File: config.mk
export PLATFORM = sky130hd
export DESIGN_NAME = utf8_to_ascii_normalizer_core_flat
export DESIGN_NICKNAME = d
export VERILOG_FILES = /design/src/design/utn_pkg.sv /design/src/design/utn_if.sv /design/src/design/utn_decoder.sv /design/src/design/utn_emitter.sv /design/src/design/utf8_to_ascii_normalizer_core.sv /design/src/flat_wrapper.sv
export SDC_FILE = /design/constraint.sdc
export NUM_CORES = 1
export LEC_CHECK = 0
export BUFFER_PORTS_ARGS = -buffer_cell sky130_fd_sc_hd__buf_2
export CORE_MARGIN = 2
export CORE_UTILIZATION = 50
export DETAILED_ROUTE_END_ITERATION = 10
export HOLD_SLACK_MARGIN = 0.15
export PLACE_DENSITY = 0.71
export SYNTH_ARGS = -nofsm -noshare
export SYNTH_HDL_FRONTEND = slang
export SYNTH_SLANG_ARGS = --single-unit
File: constraint.sdc
create_clock -name clk -period 6 [get_ports clk]
set_input_delay 0 -clock clk [delete_from_list [all_inputs] [get_ports clk]]
set_output_delay 0 -clock clk [all_outputs]
set_load 0.05 [all_outputs]
File: src/design/utn_pkg.sv
package utn_pkg;

  localparam logic [7:0] PRINT_LO  = 8'h20;
  localparam logic [7:0] PRINT_DEL = 8'h7F;
  localparam logic [7:0] LEAD_C2   = 8'hC2;
  localparam logic [7:0] NBSP_A0   = 8'hA0;
  localparam logic [7:0] LEAD_E2   = 8'hE2;
  localparam logic [7:0] MID_80    = 8'h80;
  localparam logic [7:0] LSQ_98    = 8'h98;
  localparam logic [7:0] RSQ_99    = 8'h99;
  localparam logic [7:0] LDQ_9C    = 8'h9C;
  localparam logic [7:0] RDQ_9D    = 8'h9D;
  localparam logic [7:0] EN_93     = 8'h93;
  localparam logic [7:0] EM_94     = 8'h94;
  localparam logic [7:0] ELL_A6    = 8'hA6;
  localparam logic [7:0] MASK_E0   = 8'hE0;
  localparam logic [7:0] MASK_F0   = 8'hF0;
  localparam logic [7:0] PAT_C0    = 8'hC0;
  localparam logic [7:0] PAT_E0    = 8'hE0;

  localparam logic [6:0] CH_SPACE = 7'h20;
  localparam logic [6:0] CH_QMARK = 7'h3F;
  localparam logic [6:0] CH_APOS  = 7'h27;
  localparam logic [6:0] CH_QUOTE = 7'h22;
  localparam logic [6:0] CH_DASH  = 7'h2D;
  localparam logic [6:0] CH_DOT   = 7'h2E;

  localparam logic [1:0] SKIP_NONE  = 2'd0;
  localparam logic [1:0] SKIP_TWO   = 2'd1;
  localparam logic [1:0] SKIP_THREE = 2'd2;
  localparam logic [1:0] SKIP_FOUR  = 2'd3;

  localparam logic [1:0] RUN_NONE  = 2'd0;
  localparam logic [1:0] RUN_ONE   = 2'd1;
  localparam logic [1:0] RUN_THREE = 2'd3;

  typedef enum logic [4:0] {
    PH_IDLE = 5'b00001,
    PH_C2   = 5'b00010,
    PH_E2   = 5'b00100,
    PH_E280 = 5'b01000,
    PH_SKIP = 5'b10000
  } utn_phase_t;

  // one byte's output: a character repeated cnt times (cnt zero means nothing)
  typedef struct packed {
    logic [6:0] ch;
    logic [1:0] cnt;
  } utn_run_t;

endpackage

File: src/design/utn_if.sv
interface utn_in_if;
  logic       valid;
  logic       ready;
  logic [7:0] in_byte;
  logic       end_of_text;

  modport source (output valid, output in_byte, output end_of_text, input ready);
  modport sink (input valid, input in_byte, input end_of_text, output ready);
endinterface

interface utn_out_if;
  logic       valid;
  logic       ready;
  logic [6:0] out_char;
  logic       last_of_run;

  modport source (output valid, output out_char, output last_of_run, input ready);
  modport sink (input valid, input out_char, input last_of_run, output ready);
endinterface

File: src/design/utn_decoder.sv
module utn_decoder
  import utn_pkg::*;
(
  input  logic       clk,
  input  logic       rst,
  input  logic [7:0] in_byte,
  input  logic       end_of_text,
  input  logic       consume,
  output utn_run_t   run
);

  utn_phase_t phase, phase_next;
  logic [1:0] skip, skip_next;

  always_comb begin
    phase_next = phase;
    skip_next  = skip;
    run        = '{ch: CH_QMARK, cnt: RUN_NONE};
    unique case (phase)
      PH_C2: begin
        run        = '{ch: (in_byte == NBSP_A0) ? CH_SPACE : CH_QMARK, cnt: RUN_ONE};
        phase_next = PH_IDLE;
      end
      PH_E2: begin
        if (in_byte == MID_80 && !end_of_text) begin
          phase_next = PH_E280;
        end else begin
          run = '{ch: CH_QMARK, cnt: RUN_ONE};
          if (in_byte == MID_80) begin
            skip_next  = SKIP_NONE;
            phase_next = PH_IDLE;
          end else begin
            skip_next  = SKIP_TWO;
            phase_next = PH_SKIP;
          end
        end
      end
      PH_E280: begin
        phase_next = PH_IDLE;
        priority if (in_byte == LSQ_98 || in_byte == RSQ_99) begin
          run = '{ch: CH_APOS, cnt: RUN_ONE};
        end else if (in_byte == LDQ_9C || in_byte == RDQ_9D) begin
          run = '{ch: CH_QUOTE, cnt: RUN_ONE};
        end else if (in_byte == EN_93 || in_byte == EM_94) begin
          run = '{ch: CH_DASH, cnt: RUN_ONE};
        end else if (in_byte == ELL_A6) begin
          run = '{ch: CH_DOT, cnt: RUN_THREE};
        end else begin
          run = '{ch: CH_QMARK, cnt: RUN_NONE};
        end
      end
      PH_SKIP: begin
        skip_next  = (skip == SKIP_NONE) ? SKIP_NONE : skip - 2'd1;
        phase_next = (skip_next != SKIP_NONE) ? PH_SKIP : PH_IDLE;
      end
      default: begin
        priority if (in_byte >= PRINT_LO && in_byte < PRINT_DEL) begin
          run        = '{ch: in_byte[6:0], cnt: RUN_ONE};
          phase_next = PH_IDLE;
        end else if (in_byte == LEAD_C2) begin
          run.cnt    = end_of_text ? RUN_ONE : RUN_NONE;
          phase_next = PH_C2;
        end else if (in_byte == LEAD_E2) begin
          run.cnt    = end_of_text ? RUN_ONE : RUN_NONE;
          phase_next = PH_E2;
        end else begin
          run        = '{ch: CH_QMARK, cnt: RUN_ONE};
          phase_next = PH_SKIP;
          if ((in_byte & MASK_E0) == PAT_C0) begin
            skip_next = SKIP_TWO;
          end else if ((in_byte & MASK_F0) == PAT_E0) begin
            skip_next = SKIP_THREE;
          end else begin
            skip_next = SKIP_FOUR;
          end
        end
      end
    endcase
    if (end_of_text) begin
      phase_next = PH_IDLE;
      skip_next  = SKIP_NONE;
    end
  end

  always_ff @(posedge clk) begin
    if (rst) begin
      phase <= PH_IDLE;
      skip  <= SKIP_NONE;
    end else if (consume) begin
      phase <= phase_next;
      skip  <= skip_next;
    end
  end

endmodule

File: src/design/utn_emitter.sv
module utn_emitter
  import utn_pkg::*;
(
  input  logic      clk,
  input  logic      rst,
  input  logic      load,
  input  utn_run_t  run_in,
  output logic      can_load,
  utn_out_if.source char_chan
);

  logic       run_valid;
  logic [6:0] ch;
  logic [1:0] cnt;
  logic       beat;

  assign beat     = char_chan.valid && char_chan.ready;
  assign can_load = !run_valid || (beat && cnt == RUN_ONE);

  assign char_chan.valid       = run_valid;
  assign char_chan.out_char    = ch;
  assign char_chan.last_of_run = (cnt == RUN_ONE);

  always_ff @(posedge clk) begin
    if (rst) begin
      run_valid <= 1'b0;
    end else if (load) begin
      run_valid <= 1'b1;
    end else if (beat && cnt == RUN_ONE) begin
      run_valid <= 1'b0;
    end
  end

  always_ff @(posedge clk) begin
    if (load) begin
      ch  <= run_in.ch;
      cnt <= run_in.cnt;
    end else if (beat) begin
      cnt <= cnt - 2'd1;
    end
  end

endmodule

File: src/design/utf8_to_ascii_normalizer_core.sv
// Bytes enter the input register; their characters leave from the output register.
// Throughput: one byte per cycle while each byte yields at most one character and
// the output is not stalled; an ellipsis holds the output register for its three
// dots, one character per beat. Bytes that yield nothing never wait on the output.
// Reset: synchronous, active high; clears the sequence phase, skip count and
// both valid flags.
module utf8_to_ascii_normalizer_core
  import utn_pkg::*;
(
  input  logic     clk,
  input  logic     rst,
  utn_in_if.sink   byte_chan,
  utn_out_if.source char_chan
);

  logic       in_valid;
  logic [7:0] in_byte;
  logic       in_eot;
  logic       consume;
  logic       can_load;
  utn_run_t   run;

  assign consume         = in_valid && (run.cnt == RUN_NONE || can_load);
  assign byte_chan.ready = !in_valid || consume;

  always_ff @(posedge clk) begin
    if (rst) begin
      in_valid <= 1'b0;
    end else if (byte_chan.ready) begin
      in_valid <= byte_chan.valid;
    end
  end

  always_ff @(posedge clk) begin
    if (byte_chan.valid && byte_chan.ready) begin
      in_byte <= byte_chan.in_byte;
      in_eot  <= byte_chan.end_of_text;
    end
  end

  utn_decoder u_dec (
    .clk         (clk),
    .rst         (rst),
    .in_byte     (in_byte),
    .end_of_text (in_eot),
    .consume     (consume),
    .run         (run)
  );

  utn_emitter u_emit (
    .clk       (clk),
    .rst       (rst),
    .load      (consume && run.cnt != RUN_NONE),
    .run_in    (run),
    .can_load  (can_load),
    .char_chan (char_chan)
  );

endmodule

File: src/flat_wrapper.sv
// flat-port wrapper written by rule: the top's interface ports become plain ports
module utf8_to_ascii_normalizer_core_flat import utn_pkg::*;
  (clk, rst, byte_chan_valid, byte_chan_in_byte, byte_chan_end_of_text, byte_chan_ready, char_chan_valid, char_chan_out_char, char_chan_last_of_run, char_chan_ready);
  utn_in_if byte_chan_i ();
  utn_out_if char_chan_i ();
  input  logic clk;
  input  logic rst;
  input wire logic [$bits(byte_chan_i.valid)-1:0] byte_chan_valid;
  input wire logic [$bits(byte_chan_i.in_byte)-1:0] byte_chan_in_byte;
  input wire logic [$bits(byte_chan_i.end_of_text)-1:0] byte_chan_end_of_text;
  output wire logic [$bits(byte_chan_i.ready)-1:0] byte_chan_ready;
  output wire logic [$bits(char_chan_i.valid)-1:0] char_chan_valid;
  output wire logic [$bits(char_chan_i.out_char)-1:0] char_chan_out_char;
  output wire logic [$bits(char_chan_i.last_of_run)-1:0] char_chan_last_of_run;
  input wire logic [$bits(char_chan_i.ready)-1:0] char_chan_ready;
  assign byte_chan_i.valid = byte_chan_valid;
  assign byte_chan_i.in_byte = byte_chan_in_byte;
  assign byte_chan_i.end_of_text = byte_chan_end_of_text;
  assign byte_chan_ready = byte_chan_i.ready;
  assign char_chan_valid = char_chan_i.valid;
  assign char_chan_out_char = char_chan_i.out_char;
  assign char_chan_last_of_run = char_chan_i.last_of_run;
  assign char_chan_i.ready = char_chan_ready;
  utf8_to_ascii_normalizer_core u_core (.clk(clk), .rst(rst), .byte_chan(byte_chan_i), .char_chan(char_chan_i));
endmodule
==> results of run 1 <==
[report_power, final]
part	leakage, nW	switching, mW	internal, mW
Combinational	0.429	0.0339	0.0228
Clock	0.0139	0.0567	0.0256
Sequential	0.241	0.0115	0.210
[repair_timing]
action,CTS,global route
endpoints found under the hold margin,20,0
hold buffers,13,0
buffers inserted,0,0
[how the worst max path moves through the flow]
stage | startpoint | to | slack [ps] | cells past startpoint
after global routing | u_core.in_byte[1] | u_core.in_valid | 3010 | 7
after detailed placement | u_core.in_byte[0] | u_core.in_byte[5] | 3300 | 6
after global placement | u_core.in_byte[0] | u_core.in_eot | 3400 | 6
final | u_core.in_byte[1] | u_core.in_valid | 3220 | 7
after floorplan | u_core.in_byte[0] | u_core.in_byte[0] | 3390 | 6
after CTS | u_core.in_byte[0] | u_core.in_byte[5] | 3270 | 6
[flip-flops by register name, summed over array words and instances (netlist names)]
register and flops:
u_core.in_byte 8, u_core.in_eot 1, u_core.in_valid 1, u_core.u_dec.phase 5
u_core.u_dec.skip 2, u_core.u_emit.char_chan.out_char 7, u_core.u_emit.char_chan.valid 1, u_core.u_emit.cnt 2
[metrics by stage]
| stage | setup slack (ps) | utilization | area [µm²] | std cells |
|---|---|---|---|---|
| finish | 3220 | 0.608 | 1860 | 240 |
| global placement | 3400 | 0.556 | 1700 | 223 |
| CTS | 3270 | 0.608 | 1860 | 240 |
| floorplan | 3390 | - | 1600 | 165 |
| global route | 3010 | 0.608 | 1860 | 240 |
| detailed placement | 3300 | 0.556 | 1700 | 223 |
[synthesized netlist by cell type (all sizes together), types with 3 or more instances]
| master | n |
|---|---|
| edfxtp | 18 |
| nor2 | 17 |
| nand2 | 16 |
| dfxtp | 9 |
| inv | 9 |
| o21ai | 9 |
| a21oi | 8 |
| nor3 | 6 |
| buf | 5 |
| nand2b | 4 |
| nand3 | 4 |
| a2111oi | 3 |
| and2 | 3 |
| and3 | 3 |
| nand4 | 3 |
| nor3b | 3 |
| nor4 | 3 |
| o211ai | 3 |
| xor2 | 3 |
[layer usage]
metal,up-vias,track usage,part of all wire
met1,631,0.263,0.46
met4,0,0.0714,0.012
met3,4,0.0256,0.037
li1,685,-,-
met5,-,0,0
met2,36,0.336,0.49
[area by class of cell]
type	count	area [µm²]	share of cell area
timing repair buffer	35	240	0.129
clock buffer	3	22.5	0.0121
inverter	9	33.8	0.0182
tap	44	55.1	0.0296
clock inverter	1	7.51	0.00404
sequential	27	721	0.388
multi-input combinational	121	777	0.418
[kinds of logic (layout without fill, tap and decap cells)]
group,Yosys count,count (layout)
AND/OR/NAND/NOR,71,71
AO/OA/AOI/OAI,42,42
flip-flops,27,27
buffers and inverters,17,48
XOR/XNOR,5,5
multiplexers,2,2
adder cells (fa/ha/maj),1,1
==> results_tabular.tex, run 1 <==
\begin{tabular}{lr}
\hline
Metric & Value \\
\hline
\multicolumn{2}{l}{\textbf{Timing}} \\
\quad Final setup violation count & 0 \\
\quad Unrepaired setup endpoints after global routing & no \\
\quad Number of pins with negative max-slew slack in the final report & 0 \\
\quad Achievable frequency & about 360 MHz \\
\quad Share of the clock period used by the worst path after layout & 0.464 \\
\quad Final hold vios & 0 \\
\quad Normalized max-slew margin & 0.459 \\
\quad Final Critical Period & $\sim$2800 ps \\
\quad Worst Skew & about 12 ps \\
\quad Summed negative setup slack over all endpoints & 0 ps \\
\quad Worst Max-Slew Pin Slew & 802 ps \\
\quad Post-Route Hold Slack & around 360 ps \\
\multicolumn{2}{l}{\textbf{Yosys}} \\
\quad Post-synthesis compound-gate area fraction & 0.192 \\
\quad Cells after Synth & 165 \\
\quad Proportion of register bits with asynchronous set or reset after synthesis & 0 \\
\quad Part of the Yosys area used for sequential elements & 0.450 \\
\quad Combinational family with the most area after synthesis & simple AND/OR/NAND/NOR gates \\
\quad Count of yosys warnings during synthesis & 0 \\
\quad Number of nets in the synthesized netlist & about 180 \\
\quad Post-Synthesis Cell Area & between 1500 and 2000 µm² \\
\quad Ranking of synthesized cells by area & sky130\_fd\_sc\_hd\_\_edfxtp\_1 (34\%), sky130\_fd\_sc\_hd\_\_dfxtp\_1 (11\%), sky130\_fd\_sc\_hd\_\_nor2\_1 (4.0\%) \\
\quad Post-synthesis share of cell area spent on xor and xnor gates & 0.0273 \\
\quad Simple-gate portion of the synthesized area & 0.245 \\
\quad Count of cell types in the netlist & 53 \\
\quad Share of cell area taken by muxes after synthesis & 0.0133 \\
\quad Adder-cell share of the synthesized area & 0.00781 \\
\quad Primary flip-flop cell chosen by synthesis mapping & sky130\_fd\_sc\_hd\_\_edfxtp\_1 \\
\quad Number of flip-flops and latches in the synthesized netlist & 27 \\
\quad Avg Inst Size Synth & just under 10 µm² \\
\quad Area leader, netlist & sky130\_fd\_sc\_hd\_\_edfxtp\_1 \\
\quad Post-synth EDFFs & 18 \\
\quad Area share of the largest cell type after synthesis & 0.338 \\
\multicolumn{2}{l}{\textbf{Status}} \\
\quad Run status & complete, no violations \\
\multicolumn{2}{l}{\textbf{Drt}} \\
\quad Via count of the routed design & about 1,400 \\
\quad Remaining number of nets flagged by the antenna check after routing & 0 \\
\quad Routed wirelength normalized by instance count & $\sim$14 µm \\
\quad Number of iterations in the first detailed-routing pass & 4 \\
\quad Drt initial violations & 53 \\
\quad Per-cell via count in the routed design & about 5.7 \\
\quad Wirelength, routed & about 3400 µm \\
\quad DRC violations left & 0 \\
\multicolumn{2}{l}{\textbf{Final layout}} \\
\quad FILL cells & about 290 \\
\quad Antenna Cells & 0 \\
\quad Post-synthesis to final-layout area growth & 15.9\% \\
\quad Most common library cell in the layout ignoring fill and taps & sky130\_fd\_sc\_hd\_\_buf\_2 \\
\quad Total number of nets in the final design & approximately 210 \\
\quad Share of cells above drive strength 1 & 0.189 \\
\quad Commonest cells after routing, fill and taps aside & sky130\_fd\_sc\_hd\_\_buf\_2 (22), sky130\_fd\_sc\_hd\_\_edfxtp\_1 (18), sky130\_fd\_sc\_hd\_\_nor2\_1 (17) \\
\multicolumn{2}{l}{\textbf{Floorplan}} \\
\quad Floorplan row count & 20 \\
\quad Starting density of the core & 0.525 \\
\quad Die area & about 3700 µm² \\
\quad Placeable Area & a little over 3000 µm² \\
\quad Width of the die & roughly 61 µm \\
\quad Io pins & 23 \\
\quad Vertical extent of the die & around 60 µm \\
\multicolumn{2}{l}{\textbf{CTS}} \\
\quad H-Tree Depth & 1 \\
\quad TritonCTS sink count & 27 \\
\quad Post-CTS sizing & 0 \\
\quad Root Buffer Master & sky130\_fd\_sc\_hd\_\_clkbuf\_4 \\
\quad Total clock buffers created by CTS & 3 \\
\quad Clock input transition at the sequential cells of the worst setup and hold paths & around 160 ps \\
\quad Maximum clock insertion buffer count & 2 \\
\quad CTS tree & built \\
\quad Clk\_lat worst skew & 340 ps \\
\multicolumn{2}{l}{\textbf{GRT}} \\
\quad Number of antenna violations at the first check in global routing & 0 \\
\quad First-pass GRT wire length & between 5000 and 6000 µm \\
\quad Largest net degree at the start of global routing & 17 \\
\quad Vias in the first global route & $\sim$1,200 \\
\quad Overflow left after global routing & 0 \\
\quad Global-route usage over all layers & 0.199 \\
\multicolumn{2}{l}{\textbf{Worst setup path}} \\
\quad CP Cell Sequence & nor3b\_1, nand3\_1, a31oi\_1, o211ai\_1, or2\_2, a21oi\_1, dlygate4sd3\_1 \\
\quad Type of the worst setup path & reg -> reg \\
\quad R2R setup slack & $\sim$3200 ps \\
\quad Cell at the slowest stage of the critical path & sky130\_fd\_sc\_hd\_\_dlygate4sd3\_1 \\
\quad End of the worst register-to-register path & u\_core.in\_valid \\
\quad Critical R2R Launch & u\_core.in\_byte[1] \\
\quad Worst r2r path cells & 7 \\
\quad Maximum fanout along the worst path & 6 \\
\quad Delay of the slowest critical-path stage & around 550 ps \\
\quad Required time reported for the critical path endpoint & roughly 6300 ps \\
\quad Critical path's top delay family & simple AND/OR/NAND/NOR gates \\
\quad Crit end category & flip-flop \\
\quad Startpoint class of the critical path & flip-flop \\
\quad Endpoint arrival time on the critical path & around 3000 ps \\
\quad Critical path buffer and inverter count & 1 \\
\multicolumn{2}{l}{\textbf{Worst hold path}} \\
\quad Class of the tightest hold or removal check & in -> reg \\
\quad Startpoint of the worst hold path & byte\_chan\_in\_byte[2] \\
\quad End point of the worst hold path & u\_core.in\_byte[2] \\
\quad Hold Path Cell Cnt & 2 \\
\multicolumn{2}{l}{\textbf{Job}} \\
\quad Max-capacitance violation count & 0 \\
\multicolumn{2}{l}{\textbf{Placement}} \\
\quad Count of buffers from port buffering & 22 \\
\quad Detailed placer's ending HPWL & roughly 2400 µm \\
\quad GP Congestion & 0.930 \\
\multicolumn{2}{l}{\textbf{Pwr}} \\
\quad PnR Total Power & $\sim$360 µW \\
\quad Lkg Pwr & between 0.6 and 0.7 nW \\
\quad Worst vdd ir & $\sim$120 µV \\
\quad Pwr Density & 194 nW/µm² \\
\hline
\end{tabular}
Power figures use the tool's default switching activity.
==> run 2: changes to the inputs <==
PLACE_DENSITY = 0.74   (was 0.71)
clock period = 2.33 ns   (was 6 ns; I/O delays follow)
==> run 2 against run 1 <==
- the run now ends with setup timing left
- clock-buffer cell count unchanged
- non-clock buffer count grew 22
- sequential share of layout area fell by 4.0 points
- combinational power grew to 3.3 times the previous value
- wire length increased by 13%
- register-to-register slack worse by 3200 ps
- fmax increased by 19%
- setup slack got worse by 3200 ps
==> results_tabular.tex, run 2 (synthesis gave the netlist of run 1 again) <==
\begin{tabular}{lr}
\hline
Metric & Value \\
\hline
\multicolumn{2}{l}{\textbf{CTS}} \\
\quad Maximum clock insertion buffer count & 2 (unchanged) \\
\quad Total clock buffers created by CTS & 3 (unchanged) \\
\quad H-Tree Depth & 1 (unchanged) \\
\quad Root Buffer Master & sky130\_fd\_sc\_hd\_\_clkbuf\_4 (unchanged) \\
\quad Clk\_lat worst skew & 340 ps (about the same) \\
\quad Clock input transition at the sequential cells of the worst setup and hold paths & 150 ps (was 160 ps) \\
\quad CTS tree & built (unchanged) \\
\quad TritonCTS sink count & 27 (unchanged) \\
\multicolumn{2}{l}{\textbf{Placement}} \\
\quad Pre-CTS WS & 23.7 ps (was 3300 ps) \\
\quad Count of buffers from port buffering & 22 (unchanged) \\
\quad Detailed placer's ending HPWL & 2740 µm (was 2410 µm) \\
\quad Instance count after placement with tap cells included & 242 (was 223) \\
\quad GP Congestion & 0.901 (was 0.930) \\
\quad Placement-stage cell area & 1850 µm² (was 1700 µm²) \\
\multicolumn{2}{l}{\textbf{Drt}} \\
\quad Wirelength, routed & 3820 µm (was 3390 µm) \\
\quad Via count of the routed design & 1,480 (was 1,356) \\
\quad DRC violations left & 0 (unchanged) \\
\quad Number of iterations in the first detailed-routing pass & 4 (unchanged) \\
\quad Routed wirelength normalized by instance count & 14.6 µm (was 14.1 µm) \\
\quad Remaining number of nets flagged by the antenna check after routing & 0 (unchanged) \\
\quad Per-cell via count in the routed design & 5.65 (about the same) \\
\quad Drt initial violations & 76 (was 53) \\
\multicolumn{2}{l}{\textbf{Timing}} \\
\quad Achievable frequency & 429 MHz (was 359 MHz) \\
\quad Final Critical Period & 2330 ps (was 2780 ps) \\
\quad Final setup violation count & 1 (was 0) \\
\quad Worst Skew & 10.9 ps (was 12.2 ps) \\
\quad Final setup margin & -2.56 ps (was 3220 ps) \\
\quad Normalized max-slew margin & 0.641 (was 0.459) \\
\quad Worst Max-Slew Pin Slew & 525 ps (was 802 ps) \\
\quad Final hold vios & 0 (unchanged) \\
\quad Number of pins with negative max-slew slack in the final report & 0 (unchanged) \\
\quad Unrepaired setup endpoints after global routing & yes (was no) \\
\quad Share of the clock period used by the worst path after layout & 1.00 (was 0.464) \\
\multicolumn{2}{l}{\textbf{Final layout}} \\
\quad Total number of nets in the final design & 233 (was 211) \\
\quad Commonest cells after routing, fill and taps aside & sky130\_fd\_sc\_hd\_\_buf\_4 (22), sky130\_fd\_sc\_hd\_\_buf\_2 (21), sky130\_fd\_sc\_hd\_\_edfxtp\_1 (18) (was sky130\_fd\_sc\_hd\_\_buf\_2 (22), sky130\_fd\_sc\_hd\_\_edfxtp\_1 (18), sky130\_fd\_sc\_hd\_\_nor2\_1 (17)) \\
\quad Share of cells above drive strength 1 & 0.307 (was 0.189) \\
\quad Largest register FFs & 8 (unchanged) \\
\quad Cell area after layout & 2070 µm² (was 1860 µm²) \\
\quad FILL cells & 247 (was 288) \\
\quad Register with the most flip-flops & u\_core.in\_byte (unchanged) \\
\quad Antenna Cells & 0 (unchanged) \\
\quad Post-synthesis to final-layout area growth & 29.4\% (was 15.9\%) \\
\quad Most common library cell in the layout ignoring fill and taps & sky130\_fd\_sc\_hd\_\_buf\_4 (was sky130\_fd\_sc\_hd\_\_buf\_2) \\
\quad Finished Layout Cells & 262 (was 240) \\
\multicolumn{2}{l}{\textbf{Status}} \\
\quad Run status & finished, violations left (was complete, no violations) \\
\quad Violations in the final reports & setup timing \\
\multicolumn{2}{l}{\textbf{Worst setup path}} \\
\quad Crit end category & flip-flop (unchanged) \\
\quad Endpoint arrival time on the critical path & 2570 ps (was 3080 ps) \\
\quad Type of the worst setup path & reg -> reg (unchanged) \\
\quad Startpoint class of the critical path & flip-flop (unchanged) \\
\quad Required time reported for the critical path endpoint & 2570 ps (was 6290 ps) \\
\quad Maximum fanout along the worst path & 6 (unchanged) \\
\multicolumn{2}{l}{\textbf{GRT}} \\
\quad Largest net degree at the start of global routing & 17 (unchanged) \\
\quad First-pass GRT wire length & 6250 µm (was 5430 µm) \\
\quad Overflow left after global routing & 0 (unchanged) \\
\quad Number of antenna violations at the first check in global routing & 0 (unchanged) \\
\quad Vias in the first global route & 1,364 (was 1,217) \\
\quad Global-route usage over all layers & 0.227 (was 0.199) \\
\multicolumn{2}{l}{\textbf{Floorplan}} \\
\quad Die area & 3670 µm² (unchanged) \\
\quad Placeable Area & 3050 µm² (unchanged) \\
\quad Width of the die & 60.6 µm (unchanged) \\
\quad Io pins & 23 (unchanged) \\
\quad Starting density of the core & 0.525 (unchanged) \\
\quad Vertical extent of the die & 60.6 µm (unchanged) \\
\quad Floorplan row count & 20 (unchanged) \\
\multicolumn{2}{l}{\textbf{Pwr}} \\
\quad Worst vdd ir & 405 µV (was 116 µV) \\
\quad Lkg Pwr & 0.806 nW (was 0.684 nW) \\
\quad Share of power burned in combinational logic & 0.194 (was 0.157) \\
\quad Power Internal & 686 µW (was 258 µW) \\
\quad Sw Share & 0.284 (was 0.283) \\
\quad Pwr Density & 463 nW/µm² (was 194 nW/µm²) \\
\quad PnR Total Power & 959 µW (was 360 µW) \\
\quad Net Switching & 273 µW (was 102 µW) \\
\quad Clock share of power & 0.221 (was 0.228) \\
\quad Seq pwr share & 0.585 (was 0.615) \\
\multicolumn{2}{l}{\textbf{Worst hold path}} \\
\quad Class of the tightest hold or removal check & in -> reg (unchanged) \\
\multicolumn{2}{l}{\textbf{Job}} \\
\quad Max-capacitance violation count & 0 (unchanged) \\
\hline
\end{tabular}
run 2: changes by cell type in the layout (fill, tap and decap cells not counted), sizes merged:
cell	delta
dlygate4sd3	-1
buf	+23
run 2: final cells by class:
cell class	instances	area [µm²]	share of cell area
clock buffer	3	22.5	0.0109
clock inverter	1	7.51	0.00362
inverter	9	33.8	0.0163
multi-input combinational	121	816	0.394
sequential	27	721	0.348
tap	44	55.1	0.0266
timing repair buffer	57	417	0.201
run 2: timing repair:
action                                  in CTS  in global routing
buffers inserted                             1                  3
hold endpoints to repair                    29                  0
gates cloned                                 0                  0
resized for setup                            1                 12
endpoints found under the setup margin       2                 19
hold buffers                                12                  0
pin swaps                                    1                  3
run 2: critical path: stages (launching register included):
cell and delay (ps):
sky130_fd_sc_hd__edfxtp_1 470, sky130_fd_sc_hd__buf_4 190, sky130_fd_sc_hd__and3_2 220, sky130_fd_sc_hd__a311o_1 430, sky130_fd_sc_hd__o41a_1 180, sky130_fd_sc_hd__a311oi_1 380, sky130_fd_sc_hd__nor2_2 90, sky130_fd_sc_hd__mux2_2 270
run 2: metrics by stage:
step	hold WS (ps)	setup TNS, ps	utilization
after floorplan	98.9	0	-
after global placement	177	0	0.605
after detailed placement	178	0	0.605
after CTS	351	0	0.657
after global routing	353	-659	0.679
final	354	-2.56	0.679
run 2: final timing paths:
path	from	end	slack (ps)	cells past startpoint
min reg2reg	u_core.u_dec.skip[0]	u_core.u_dec.skip[0]	500	2
max reg2reg	u_core.in_byte[3]	u_core.u_dec.skip[1]	-3	7
min	byte_chan_in_byte[7]	u_core.in_byte[7]	350	2
max	u_core.in_byte[3]	u_core.u_dec.skip[1]	-3	7
run 2: metal layers:
layer / track usage / up-vias / wire length [µm]
met5: 0 / - / 0
met4: 0.0839 / 0 / 120
met3: 0.0320 / 13 / 177
met2: 0.376 / 49 / 1790
met1: 0.302 / 688 / 1730
li1: - / 730 / -
run 2: power by group through the flow:
stage / Sequential [mW] / Combinational (mW) / Clock [mW]
floorplan: 0.594 / 0.0855 / 0
global placement: 0.570 / 0.155 / 0
detailed placement: 0.571 / 0.159 / 0
CTS: 0.560 / 0.176 / 0.214
global route: 0.564 / 0.203 / 0.227
finish: 0.561 / 0.186 / 0.212
